===== config.mk =====
export PLATFORM = sky130hd
export DESIGN_NAME = midpoint_circle_rasterizer
export DESIGN_NICKNAME = d
export VERILOG_FILES = /design/src/design/mcr_pkg.sv /design/src/design/mcr_front.sv /design/src/design/mcr_queue.sv /design/src/design/mcr_back.sv /design/src/design/midpoint_circle_rasterizer.sv
export SDC_FILE = /design/constraint.sdc
export NUM_CORES = 1
export LEC_CHECK = 0
export ABC_AREA = 1
export BUFFER_PORTS_ARGS = -buffer_cell sky130_fd_sc_hd__clkbuf_2
export CORE_MARGIN = 5
export CORE_UTILIZATION = 40
export CTS_CLUSTER_SIZE = 30
export DETAILED_ROUTE_END_ITERATION = 8
export PLACE_DENSITY = 0.68
export SYNTH_ARGS = -nofsm -noshare
export SYNTH_HDL_FRONTEND = slang
export SYNTH_HIERARCHICAL = 1
export SYNTH_SLANG_ARGS = --single-unit

===== constraint.sdc =====
create_clock -name clk -period 4.2 [get_ports clk]
set_clock_uncertainty 0.2 [all_clocks]
set_input_delay 0.84 -clock clk [delete_from_list [all_inputs] [get_ports clk]]
set_output_delay 0.84 -clock clk [all_outputs]
set_load 0.05 [all_outputs]

===== src/design/mcr_pkg.sv =====
// Package for the midpoint circle rasterizer: widths, request and set codes,
// and the set descriptor word passed from the front end to the back end.
// No dependencies.
`timescale 1ns / 1ps

package mcr_pkg;

  localparam int COORD_BITS = 12;
  localparam int OUT_BITS   = COORD_BITS + 1;
  localparam int DEC_BITS   = COORD_BITS + 2;

  localparam int Q_DEPTH    = 2;
  localparam int Q_PTR_BITS = $clog2(Q_DEPTH);

  localparam logic REQ_START = 1'b0;
  localparam logic REQ_STEP  = 1'b1;

  localparam int DEC_INIT   = 1;
  localparam int DEC_ADD_LT = 3;
  localparam int DEC_ADD_GE = 5;

  localparam logic [2:0] LAST_PIXEL   = 3'd0;
  localparam logic [2:0] LAST_SPAN    = 3'd3;
  localparam logic [2:0] LAST_OUTLINE = 3'd7;

  typedef enum logic [1:0] {
    KIND_PIXEL,
    KIND_OUTLINE,
    KIND_SPAN
  } set_kind_t;

  typedef struct packed {
    set_kind_t                      kind;
    logic signed [COORD_BITS-1:0]   cx;
    logic signed [COORD_BITS-1:0]   cy;
    logic signed [COORD_BITS-1:0]   x;
    logic signed [COORD_BITS-1:0]   y;
    logic                           done;
  } set_t;

  typedef struct packed {
    logic push;
    logic pop;
  } q_ctrl_t;

  typedef struct packed {
    logic full;
    logic empty;
  } q_stat_t;

endpackage


===== src/design/mcr_front.sv =====
// Front end: accepts request words, runs the midpoint decision update
// and pushes one set descriptor per drawing item. Uses mcr_pkg.
`timescale 1ns / 1ps

module mcr_front import mcr_pkg::*; (
  input  logic                         clk,
  input  logic                         rst,
  input  logic                         accept,
  input  logic                         req_type,
  input  logic signed [COORD_BITS-1:0] center_x,
  input  logic signed [COORD_BITS-1:0] center_y,
  input  logic signed [COORD_BITS-1:0] radius,
  input  logic                         fill_mode,
  output logic                         push,
  output set_t                         push_data
);

  logic signed [COORD_BITS-1:0] cx;
  logic signed [COORD_BITS-1:0] cy;
  logic signed [COORD_BITS-1:0] x;
  logic signed [COORD_BITS-1:0] y;
  logic signed [DEC_BITS-1:0]   decision;
  logic                         filled;
  logic                         active;

  logic signed [COORD_BITS-1:0] x_next;
  logic signed [COORD_BITS-1:0] y_next;
  logic signed [DEC_BITS-1:0]   decision_next;
  logic signed [DEC_BITS-1:0]   x_ext;
  logic signed [DEC_BITS-1:0]   y_ext;
  logic signed [DEC_BITS-1:0]   diff;
  logic                         step_done;
  set_kind_t                    draw_kind;

  assign draw_kind = fill_mode ? KIND_SPAN : KIND_OUTLINE;

  always_comb begin
    x_ext = DEC_BITS'(x);
    y_ext = DEC_BITS'(y);
    diff  = x_ext - y_ext;
    if (decision < 0) begin
      decision_next = decision + (x_ext <<< 1) + DEC_BITS'(DEC_ADD_LT);
      y_next        = y;
    end else begin
      decision_next = decision + (diff <<< 1) + DEC_BITS'(DEC_ADD_GE);
      y_next        = y - COORD_BITS'(1);
    end
    x_next    = x + COORD_BITS'(1);
    step_done = !(x_next < y_next);
  end

  always_comb begin
    push           = 1'b0;
    push_data.kind = filled ? KIND_SPAN : KIND_OUTLINE;
    push_data.cx   = cx;
    push_data.cy   = cy;
    push_data.x    = x_next;
    push_data.y    = y_next;
    push_data.done = step_done;
    if (accept) begin
      if (req_type == REQ_START) begin
        push_data.cx = center_x;
        push_data.cy = center_y;
        push_data.x  = '0;
        if (radius == '0) begin
          push           = 1'b1;
          push_data.kind = KIND_PIXEL;
          push_data.y    = '0;
          push_data.done = 1'b1;
        end else begin
          push           = !radius[COORD_BITS-1];
          push_data.kind = draw_kind;
          push_data.y    = radius;
          push_data.done = 1'b0;
        end
      end else begin
        push = active;
      end
    end
  end

  always_ff @(posedge clk) begin
    if (rst) begin
      cx       <= '0;
      cy       <= '0;
      x        <= '0;
      y        <= '0;
      decision <= '0;
      filled   <= 1'b0;
      active   <= 1'b0;
    end else if (accept) begin
      if (req_type == REQ_START) begin
        cx     <= center_x;
        cy     <= center_y;
        filled <= fill_mode;
        if (radius[COORD_BITS-1] || radius == '0) begin
          active <= 1'b0;
        end else begin
          x        <= '0;
          y        <= radius;
          decision <= DEC_BITS'(DEC_INIT) - DEC_BITS'(radius);
          active   <= 1'b1;
        end
      end else if (active) begin
        x        <= x_next;
        y        <= y_next;
        decision <= decision_next;
        active   <= !step_done;
      end
    end
  end

  a_active_below_diag: assert property (@(posedge clk) disable iff (rst)
    active |-> (x < y))
    else $error("active circle with x >= y");

  a_push_needs_word: assert property (@(posedge clk) disable iff (rst)
    push |-> accept)
    else $error("descriptor pushed without an accepted word");

endmodule


===== src/design/mcr_queue.sv =====
// Short queue of set descriptors between front end and back end.
// Uses mcr_pkg.
`timescale 1ns / 1ps

module mcr_queue import mcr_pkg::*; (
  input  logic    clk,
  input  logic    rst,
  input  q_ctrl_t ctrl,
  input  set_t    wr_data,
  output set_t    rd_data,
  output q_stat_t stat
);

  set_t                  entries [Q_DEPTH];
  logic [Q_PTR_BITS-1:0] wr_ptr;
  logic [Q_PTR_BITS-1:0] rd_ptr;
  logic [Q_PTR_BITS:0]   count;

  assign stat.full  = (count == (Q_PTR_BITS+1)'(Q_DEPTH));
  assign stat.empty = (count == '0);
  assign rd_data    = entries[rd_ptr];

  always_ff @(posedge clk) begin
    if (ctrl.push) begin
      entries[wr_ptr] <= wr_data;
    end
  end

  always_ff @(posedge clk) begin
    if (rst) begin
      wr_ptr <= '0;
      rd_ptr <= '0;
      count  <= '0;
    end else begin
      if (ctrl.push) begin
        wr_ptr <= wr_ptr + Q_PTR_BITS'(1);
      end
      if (ctrl.pop) begin
        rd_ptr <= rd_ptr + Q_PTR_BITS'(1);
      end
      if (ctrl.push && !ctrl.pop) begin
        count <= count + (Q_PTR_BITS+1)'(1);
      end else if (ctrl.pop && !ctrl.push) begin
        count <= count - (Q_PTR_BITS+1)'(1);
      end
    end
  end

  a_no_overflow: assert property (@(posedge clk) disable iff (rst)
    !(ctrl.push && stat.full && !ctrl.pop))
    else $error("push into full queue");

  a_no_underflow: assert property (@(posedge clk) disable iff (rst)
    !(ctrl.pop && stat.empty))
    else $error("pop from empty queue");

endmodule


===== src/design/mcr_back.sv =====
// Back end: expands each set descriptor into pixels or spans, one result
// word per unstalled cycle, through an output register. Uses mcr_pkg.
`timescale 1ns / 1ps

module mcr_back import mcr_pkg::*; (
  input  logic                       clk,
  input  logic                       rst,
  input  set_t                       q_data,
  input  logic                       q_avail,
  output logic                       q_pop,
  output logic                       out_valid,
  input  logic                       out_stall,
  output logic                       is_span,
  output logic signed [OUT_BITS-1:0] row,
  output logic signed [OUT_BITS-1:0] col_left,
  output logic signed [OUT_BITS-1:0] col_right,
  output logic                       last_of_run,
  output logic                       circle_done
);

  set_t       cur;
  logic       cur_valid;
  logic [2:0] idx;
  logic [2:0] last_idx;
  logic       cur_last;
  logic       out_free;
  logic       advance;

  logic signed [OUT_BITS-1:0] ecx;
  logic signed [OUT_BITS-1:0] ecy;
  logic signed [OUT_BITS-1:0] ex;
  logic signed [OUT_BITS-1:0] ey;
  logic signed [OUT_BITS-1:0] a;
  logic signed [OUT_BITS-1:0] b;
  logic signed [OUT_BITS-1:0] row_next;
  logic signed [OUT_BITS-1:0] left_next;
  logic signed [OUT_BITS-1:0] right_next;

  always_comb begin
    case (cur.kind)
      KIND_PIXEL:   last_idx = LAST_PIXEL;
      KIND_SPAN:    last_idx = LAST_SPAN;
      KIND_OUTLINE: last_idx = LAST_OUTLINE;
      default:      last_idx = LAST_OUTLINE;
    endcase
  end

  assign cur_last = (idx == last_idx);
  assign out_free = !out_valid || !out_stall;
  assign advance  = cur_valid && out_free;
  assign q_pop    = q_avail && (!cur_valid || (advance && cur_last));

  always_comb begin
    ecx        = OUT_BITS'(cur.cx);
    ecy        = OUT_BITS'(cur.cy);
    ex         = OUT_BITS'(cur.x);
    ey         = OUT_BITS'(cur.y);
    a          = ey;
    b          = ex;
    row_next   = ecy;
    left_next  = ecx;
    right_next = ecx;
    case (cur.kind)
      KIND_PIXEL: begin
        row_next   = ecy;
        left_next  = ecx;
        right_next = ecx;
      end
      KIND_SPAN: begin
        a          = idx[1] ? ex : ey;
        b          = idx[1] ? ey : ex;
        row_next   = idx[0] ? (ecy - a) : (ecy + a);
        left_next  = ecx - b;
        right_next = ecx + b;
      end
      default: begin
        a          = idx[2] ? ex : ey;
        b          = idx[2] ? ey : ex;
        row_next   = idx[1] ? (ecy - a) : (ecy + a);
        left_next  = idx[0] ? (ecx - b) : (ecx + b);
        right_next = left_next;
      end
    endcase
  end

  always_ff @(posedge clk) begin
    if (rst) begin
      cur_valid <= 1'b0;
      idx       <= '0;
    end else if (q_pop) begin
      cur_valid <= 1'b1;
      idx       <= '0;
    end else if (advance) begin
      if (cur_last) begin
        cur_valid <= 1'b0;
      end else begin
        idx <= idx + 3'd1;
      end
    end
  end

  always_ff @(posedge clk) begin
    if (q_pop) begin
      cur <= q_data;
    end
  end

  always_ff @(posedge clk) begin
    if (rst) begin
      out_valid <= 1'b0;
    end else if (advance) begin
      out_valid <= 1'b1;
    end else if (out_free) begin
      out_valid <= 1'b0;
    end
  end

  always_ff @(posedge clk) begin
    if (advance) begin
      is_span     <= (cur.kind == KIND_SPAN);
      row         <= row_next;
      col_left    <= left_next;
      col_right   <= right_next;
      last_of_run <= cur_last;
      circle_done <= cur.done;
    end
  end

  a_idx_in_range: assert property (@(posedge clk) disable iff (rst)
    cur_valid |-> (idx <= last_idx))
    else $error("result index past end of set");

  a_pixel_done: assert property (@(posedge clk) disable iff (rst)
    (advance && cur.kind == KIND_PIXEL) |=> (last_of_run && circle_done && !is_span))
    else $error("centre pixel not marked final");

endmodule


===== src/design/midpoint_circle_rasterizer.sv =====
// Midpoint circle rasterizer top level: front end, descriptor queue, back end.
// Results pass a queue entry, the back end set register and the output register in turn.
// Throughput: a step emits 8 outline pixels or 4 spans, one word per unstalled cycle from
// the back end output register; requests are taken back to back while the queue has room.
// Reset (rst, synchronous): circle state cleared to zero and idle, queue and outputs empty.
// Uses mcr_pkg, mcr_front, mcr_queue, mcr_back.
`timescale 1ns / 1ps

module midpoint_circle_rasterizer import mcr_pkg::*; (
  input  logic                         clk,
  input  logic                         rst,
  input  logic                         in_valid,
  output logic                         in_stall,
  input  logic                         req_type,
  input  logic signed [COORD_BITS-1:0] center_x,
  input  logic signed [COORD_BITS-1:0] center_y,
  input  logic signed [COORD_BITS-1:0] radius,
  input  logic                         fill_mode,
  output logic                         out_valid,
  input  logic                         out_stall,
  output logic                         is_span,
  output logic signed [OUT_BITS-1:0]   row,
  output logic signed [OUT_BITS-1:0]   col_left,
  output logic signed [OUT_BITS-1:0]   col_right,
  output logic                         last_of_run,
  output logic                         circle_done
);

  logic    accept;
  logic    push;
  set_t    push_data;
  set_t    q_data;
  q_ctrl_t q_ctrl;
  q_stat_t q_stat;
  logic    q_pop;

  assign in_stall    = q_stat.full;
  assign accept      = in_valid && !q_stat.full;
  assign q_ctrl.push = push;
  assign q_ctrl.pop  = q_pop;

  mcr_front u_front (
    .clk       (clk),
    .rst       (rst),
    .accept    (accept),
    .req_type  (req_type),
    .center_x  (center_x),
    .center_y  (center_y),
    .radius    (radius),
    .fill_mode (fill_mode),
    .push      (push),
    .push_data (push_data)
  );

  mcr_queue u_queue (
    .clk     (clk),
    .rst     (rst),
    .ctrl    (q_ctrl),
    .wr_data (push_data),
    .rd_data (q_data),
    .stat    (q_stat)
  );

  mcr_back u_back (
    .clk         (clk),
    .rst         (rst),
    .q_data      (q_data),
    .q_avail     (!q_stat.empty),
    .q_pop       (q_pop),
    .out_valid   (out_valid),
    .out_stall   (out_stall),
    .is_span     (is_span),
    .row         (row),
    .col_left    (col_left),
    .col_right   (col_right),
    .last_of_run (last_of_run),
    .circle_done (circle_done)
  );

  a_stall_when_full: assert property (@(posedge clk) disable iff (rst)
    (in_valid && in_stall) |-> !push)
    else $error("descriptor pushed while input stalled");

endmodule

Yosys cells after proc, flatten, opt, wreduce, memory -nomap -nowiden
Memories as Yosys holds them, arrays and structs flattened. A register that Yosys moved wholly into a read port is not among the register bits.
Cells that the tools add are included.
- $add $sub $neg: 21
- $lt $le $gt $ge: 2
- equality and inequality tests: 5
- multiplexer cells: 43
- bitwise logic cells: 2
- reductions and logical operators: 30
- operators by type and width (cell ; number):
    two-way mux 13 bit ; 8
    two-way mux 51 bit ; 2
    two-way mux 12 bit ; 7
    one-hot mux 13 bit (2 select lines) ; 3
    two-way mux 14 bit ; 4
    adder 12 x 13 -> 13 bit ; 4
    subtractor 12 x 13 -> 13 bit ; 4
    adder 14 x 13 -> 14 bit ; 1
    adder 14 bit ; 1
    adder 14 x 3 -> 14 bit, second input constant ; 1
    adder 14 x 4 -> 14 bit, second input constant ; 1
    < comparator 14 x 1 -> 1 bit, second input constant ; 1
    two-way mux 1 bit ; 13
    subtractor 12 x 12 -> 13 bit ; 1
    subtractor 2 x 12 -> 13 bit, first input constant ; 1
    adder 12 x 2 -> 12 bit, second input constant ; 1
    logical NOT 12 bit ; 1
    < comparator 12 bit ; 1
    subtractor 12 x 2 -> 12 bit, second input constant ; 1
    two-way mux 2 bit ; 5
    logical NOT 1 bit ; 9
    nonzero test 2 bit ; 4
    logical AND 1 bit ; 6
    one-hot mux 3 bit (2 select lines) ; 1
    14 further kinds ; 22
- bits in registers: 115
- RAM bits: 102
- bits of input ports: 42
- output and inout bits: 44
- logic and storage cells: 123
- memories: 1
- memory list (name ; words ; width ; rd ports ; clocked after Yosys merged registers in ; wr ports ; RTL line ; text):
    u_queue.entries ; 2 ; 51 ; 1 ; 1 ; 1 ; mcr_queue.sv:14 ; set_t entries [Q_DEPTH];

Longest topological paths before layout
- depth in word-level cells: 9
- gate-level depth with buffers: 24
- gate-level depth less buffers: 23

By module
Netlist, hierarchy kept.
- by module, submodules not included (module ; times used ; cells an instance ; area each (um2) ; sequential area each (um2)):
    mcr_back ; 1 ; 954 ; 7405.9 ; 2862.7
    mcr_front ; 1 ; 946 ; 6050.8 ; 1281.2
    mcr_queue ; 1 ; 192 ; 4162.7 ; 3163.0
    midpoint_circle_rasterizer ; 1 ; 3 ; 13.8 ; 0.0

Least setup slack after synthesis
OpenSTA, ideal clock, no wires.
- kind: input -> register
- start point: input port req_type
- end point: memory u_queue/entries[0][0] in the netlist's numbering, enable pin
- setup time: 0.460 ns
- data arrival time: 3.683 ns
- data required time: 3.540 ns
- slack: -0.143 ns
- stages on the path: 6
- path buffers: 1
- cells stage by stage: buf_2 > nor2_1 > inv_1 > o21ai_0 > inv_1 > nor2_1
- word-level cells in the longest chain between the ends: 4
- RTL lines (element ; RTL line ; text):
    from (decl) ; midpoint_circle_rasterizer.sv:14 ; input logic req_type,
    two-way mux 1 bit ; mcr_front.sv:61 ; if (req_type == REQ_START) begin
    two-way mux 1 bit ; mcr_front.sv:60 ; if (accept) begin
    via push ; midpoint_circle_rasterizer.sv:30 ; logic push;
    two-way mux 1 bit ; mcr_queue.sv:24 ; if (ctrl.push) begin
    two-way mux 1 bit (implied by the code) ; mcr_queue.sv:25 ; entries[wr_ptr] <= wr_data;
    to (decl) ; mcr_queue.sv:14 ;
The timed path passes the listed nets, and every way through them passes these cells.

Worst setup path after layout
- start point: register u_front.y[4]
- end point: register u_front.decision[11]
- word-level cells in the longest chain between the ends: 6
- RTL lines (element ; RTL line ; text):
    from (decl) ; mcr_front.sv:21 ; logic signed [COORD_BITS-1:0] y;
    from (signal assigned) ; mcr_front.sv:100 ; y <= radius;
    from (signal assigned) ; mcr_front.sv:106 ; y <= y_next;
    subtractor 12 x 12 -> 13 bit ; mcr_front.sv:40 ; diff = x_ext - y_ext;
    adder 14 bit ; mcr_front.sv:45 ; decision_next = decision + (diff <<< 1) + DEC_BITS'(DEC_ADD_GE);
    adder 14 x 4 -> 14 bit ; mcr_front.sv:45 ;
    two-way mux 14 bit ; mcr_front.sv:41 ; if (decision < 0) begin
    two-way mux 14 bit ; mcr_front.sv:104 ; end else if (active) begin
    two-way mux 14 bit ; mcr_front.sv:92 ; if (req_type == REQ_START) begin
    to (signal assigned) ; mcr_front.sv:101 ; decision <= DEC_BITS'(DEC_INIT) - DEC_BITS'(radius);
    to (signal assigned) ; mcr_front.sv:107 ; decision <= decision_next;
    to (decl) ; mcr_front.sv:22 ; logic signed [DEC_BITS-1:0] decision;
No other way between the ends. The select of a mux whose other input is x is not followed.
A chain may end at the register's enable or synchronous reset.

==> results.json <==
{
  "grt_max_degree": 48,
  "cts-buffers-inserted": 30,
  "route.detailed.drc": 0,
  "ys_seq_elements": 268,
  "rrSetupSlack_ns": 0.32,
  "cts_resized": 0,
  "die_x_um": 220,
  "grt-ovfl-total": 0,
  "synth_xor_area_frac": 0.0253,
  "endpoint_kind": "register",
  "start_util": 0.401,
  "wl_per_cell_um": 17.5,
  "clock.fmax_ghz": 0.258,
  "routed_wl_mm": 48.8,
  "insertion_delay_ns": 0.59,
  "p_leak_uw": 0.00885,
  "drive_gt1_frac": 0.138,
  "die_y_um": 220,
  "synth_top_family_by_area": "simple AND/OR/NAND/NOR gates",
  "cap_violations": 0,
  "path_buf_inv": 2,
  "core_area_mm2": 0.0439,
  "synthFlopType": "edfxtp_1",
  "synth_edf_count": 194,
  "path_clk_slew_ns": 0.06,
  "fin_ws_ns": 0.323,
  "viasPerCell": 5.25,
  "vias": 14600,
  "finalSetupTns_ns": 0,
  "dieArea_mm2": 0.0484,
  "startpoint_type": "register",
  "worst-path-stages": 20,
  "synth_area_mm2": 0.0176,
  "synth.net_count": 2271,
  "area_growth_pct": 11.3,
  "hpwl_mm": 37.6,
  "arrival_ns": 4.11,
  "status": "complete, no violations",
  "critPathMaxStageDelay_ns": 0.39,
  "ys_seq_area_frac": 0.414,
  "path_cells": "inv_1, ha_1, nand2_1, nor3_1, a21oi_2, o21ai_0, a21oi_1, xor2_1, inv_1, ha_1, ha_1, nand2_1, nor2_1, nand3_1, nand3_1, nand2_1, nand3_1, nand3_1, nand2_1, a21oi_1",
  "crit_end": "u_front/decision[11]",
  "p_per_area_mw_per_mm2": 761,
  "synth-simple-area-share": 0.203,
  "finalHoldViolCount": 0,
  "cts.sinks": 268,
  "port_buffers": 85,
  "antennaDiodeCount": 0,
  "async_reset_ff_frac": 0,
  "slew_violations": 0,
  "yosys_warnings": 6,
  "dr.pass1.iters": 8,
  "antenna_found_initial": 1,
  "syn_inst": 2095,
  "fill_cells": 4295,
  "r2r-end": "u_front/decision[11]",
  "cts_tree": "built",
  "startpoint": "u_front/y[4]",
  "gp_congestion": 0.920,
  "crit_family": "simple AND/OR/NAND/NOR gates",
  "synthTopCellsByArea": "edfxtp_1 33%, ha_1 9.0%, nand2_1 8.9%, dfxtp_1 8.4%, inv_1 5.3%",
  "final_core_util": 0.447,
  "rr_startpoint": "u_front/y[4]",
  "synth_top_area_cell": "edfxtp_1",
  "relSlewSlack": 0.294,
  "htree_levels": 1,
  "finalWorstPathRequiredPeriod_ns": 3.88,
  "holdWs_ns": 0.241,
  "grt_pass1_vias": 14000,
  "dp_slack_ns": 0.305,
  "worstMarginPinSlew_ns": 1.06,
  "fin_crit_sh": 0.923,
  "min_path_type": "register to register",
  "rsz0062_at_grt": "false",
  "netlist-cell-type-count": 57,
  "ir_drop_v": 0.000443,
  "placementRows": 77,
  "rr_worst_depth": 20,
  "drt_iter0_drc": 1393,
  "io_pins": 86,
  "hold_buffers": 0,
  "synth-compound-area-share": 0.132,
  "synth_top_area_share": 0.330,
  "synth.avg_cell_area_um2": 8.42,
  "drtAntennaViolNets": 0,
  "cts_setup_buffers": 0,
  "cp_max_fo": 5,
  "cts-root-buf": "clkbuf_16",
  "grt_usage": 0.197,
  "finalSetupViolCount": 0,
  "grt_pass1_wl_mm": 75.6,
  "synth-adder-area-share": 0.0981,
  "critPathKind": "register to register",
  "cts.path.max_buffers": 3,
  "nets": 2346,
  "crit_slowest_cell": "ha_1",
  "yosys-mux-area-fraction": 0.0438,
  "cp.required_ns": 4.44
}
==> cell usage after synthesis, types with 5 or more instances <==
cell type  number
a31oi_1         9
a21o_1          8
xor2_1         31
ha_1          127
fa_1            7
o211ai_1        5
nor2_1        180
inv_1         248
dfxtp_1        74
buf_1           7
a21boi_0        6
buf_2          13
o22ai_1        13
inv_2           6
nand3_1       131
nand2_2        16
edfxtp_1      194
nand4_1        22
nor3_1         15
buf_12          6
o21bai_1        6
or2_2          27
nor2_2          6
o21ai_0       180
xnor2_1        20
mux2_4         50
a21oi_1       157
clkbuf_1       28
buf_6           9
nand2_1       419
o21ai_2        10
o21ai_1        21
==> cell type report <==
class | instances | area, um2 | area share
Timing Repair Buffer | 112 | 682 | 0.0347
Sequential cell | 268 | 7310 | 0.372
Clock inverter | 20 | 216 | 0.0110
Multi-Input combinational cell | 1500 | 8890 | 0.453
Clock buffer | 36 | 813 | 0.0414
Inverter | 258 | 978 | 0.0498
Tap cell | 592 | 741 | 0.0377
==> kinds of logic (layout without fill, tap and decap cells) <==
family,count (synthesis),after routing
xor gates and xnor gates,51,51
AOI/OAI and AO/OA,431,431
muxes,52,52
DFF,268,268
and+or+nand+nor,832,832
buffers and inverters,327,426
adders and majority gates,134,134
==> stage by stage <==
step / total power (uW) / instance area, um2 / cells
after floorplan: 10200 / 17600 / 2095
after global placement: 12100 / 18600 / 2730
after detailed placement: 12200 / 18600 / 2730
after CTS: 15000 / 19600 / 2786
after global routing: 16000 / 19600 / 2786
final: 14900 / 19600 / 2786
==> metal layers <==
layer  part of all wire  GRT usage
met1               0.48      0.289
met2               0.44      0.311
met3              0.062     0.0283
met4              0.020     0.0431
met5                  0          0
==> worst min path at each step <==
| stage | start | end | cells past startpoint |
|---|---|---|---|
| floorplan | u_back/cur[0] | u_back/circle_done | 0 |
| global placement | u_back/cur[0] | u_back/circle_done | 0 |
| detailed placement | u_back/cur[0] | u_back/circle_done | 0 |
| CTS | u_back/cur[0] | u_back/circle_done | 0 |
| global route | u_back/cur[0] | u_back/circle_done | 0 |
| finish | u_back/cur[0] | u_back/circle_done | 0 |
==> flip-flops by register name, indices dropped and copies added (netlist names), 2 cells and up, named ones only <==
register,cells
u_back/cur,51
u_front/cx,12
u_back/col_left,13
u_back/idx,3
u_back/col_right,12
u_front/y,12
u_front/decision,14
u_back/row,13
u_front/x,12
u_front/cy,12
u_queue/count,2
u_queue/entries,102
==> report_power, final <==
part,switching [uW],internal [uW]
Clock,1110,1580
Combinational,5320,2640
Sequential,478,3820
Total,6910,8030
==> cell usage in the layout, fill, tap and decap left out, types with 7 or more instances in the layout <==
master	instances
clkbuf_16	30
or2_2	27
xnor2_1	20
nand2_2	16
ha_1	127
edfxtp_1	194
nor2_2	7
mux2_4	50
dfxtp_1	73
fa_1	7
nor3_1	15
clkbuf_2	85
xor2_1	31
a21oi_1	156
inv_1	247
o22ai_1	13
o21ai_1	21
buf_4	22
nand4_1	22
nor2_1	176
a21o_1	8
o21ai_0	180
nand2_1	419
inv_2	7
a31oi_1	9
o21ai_2	10
nand3_1	131
No activity file was read; power rests on OpenSTA's default activity.
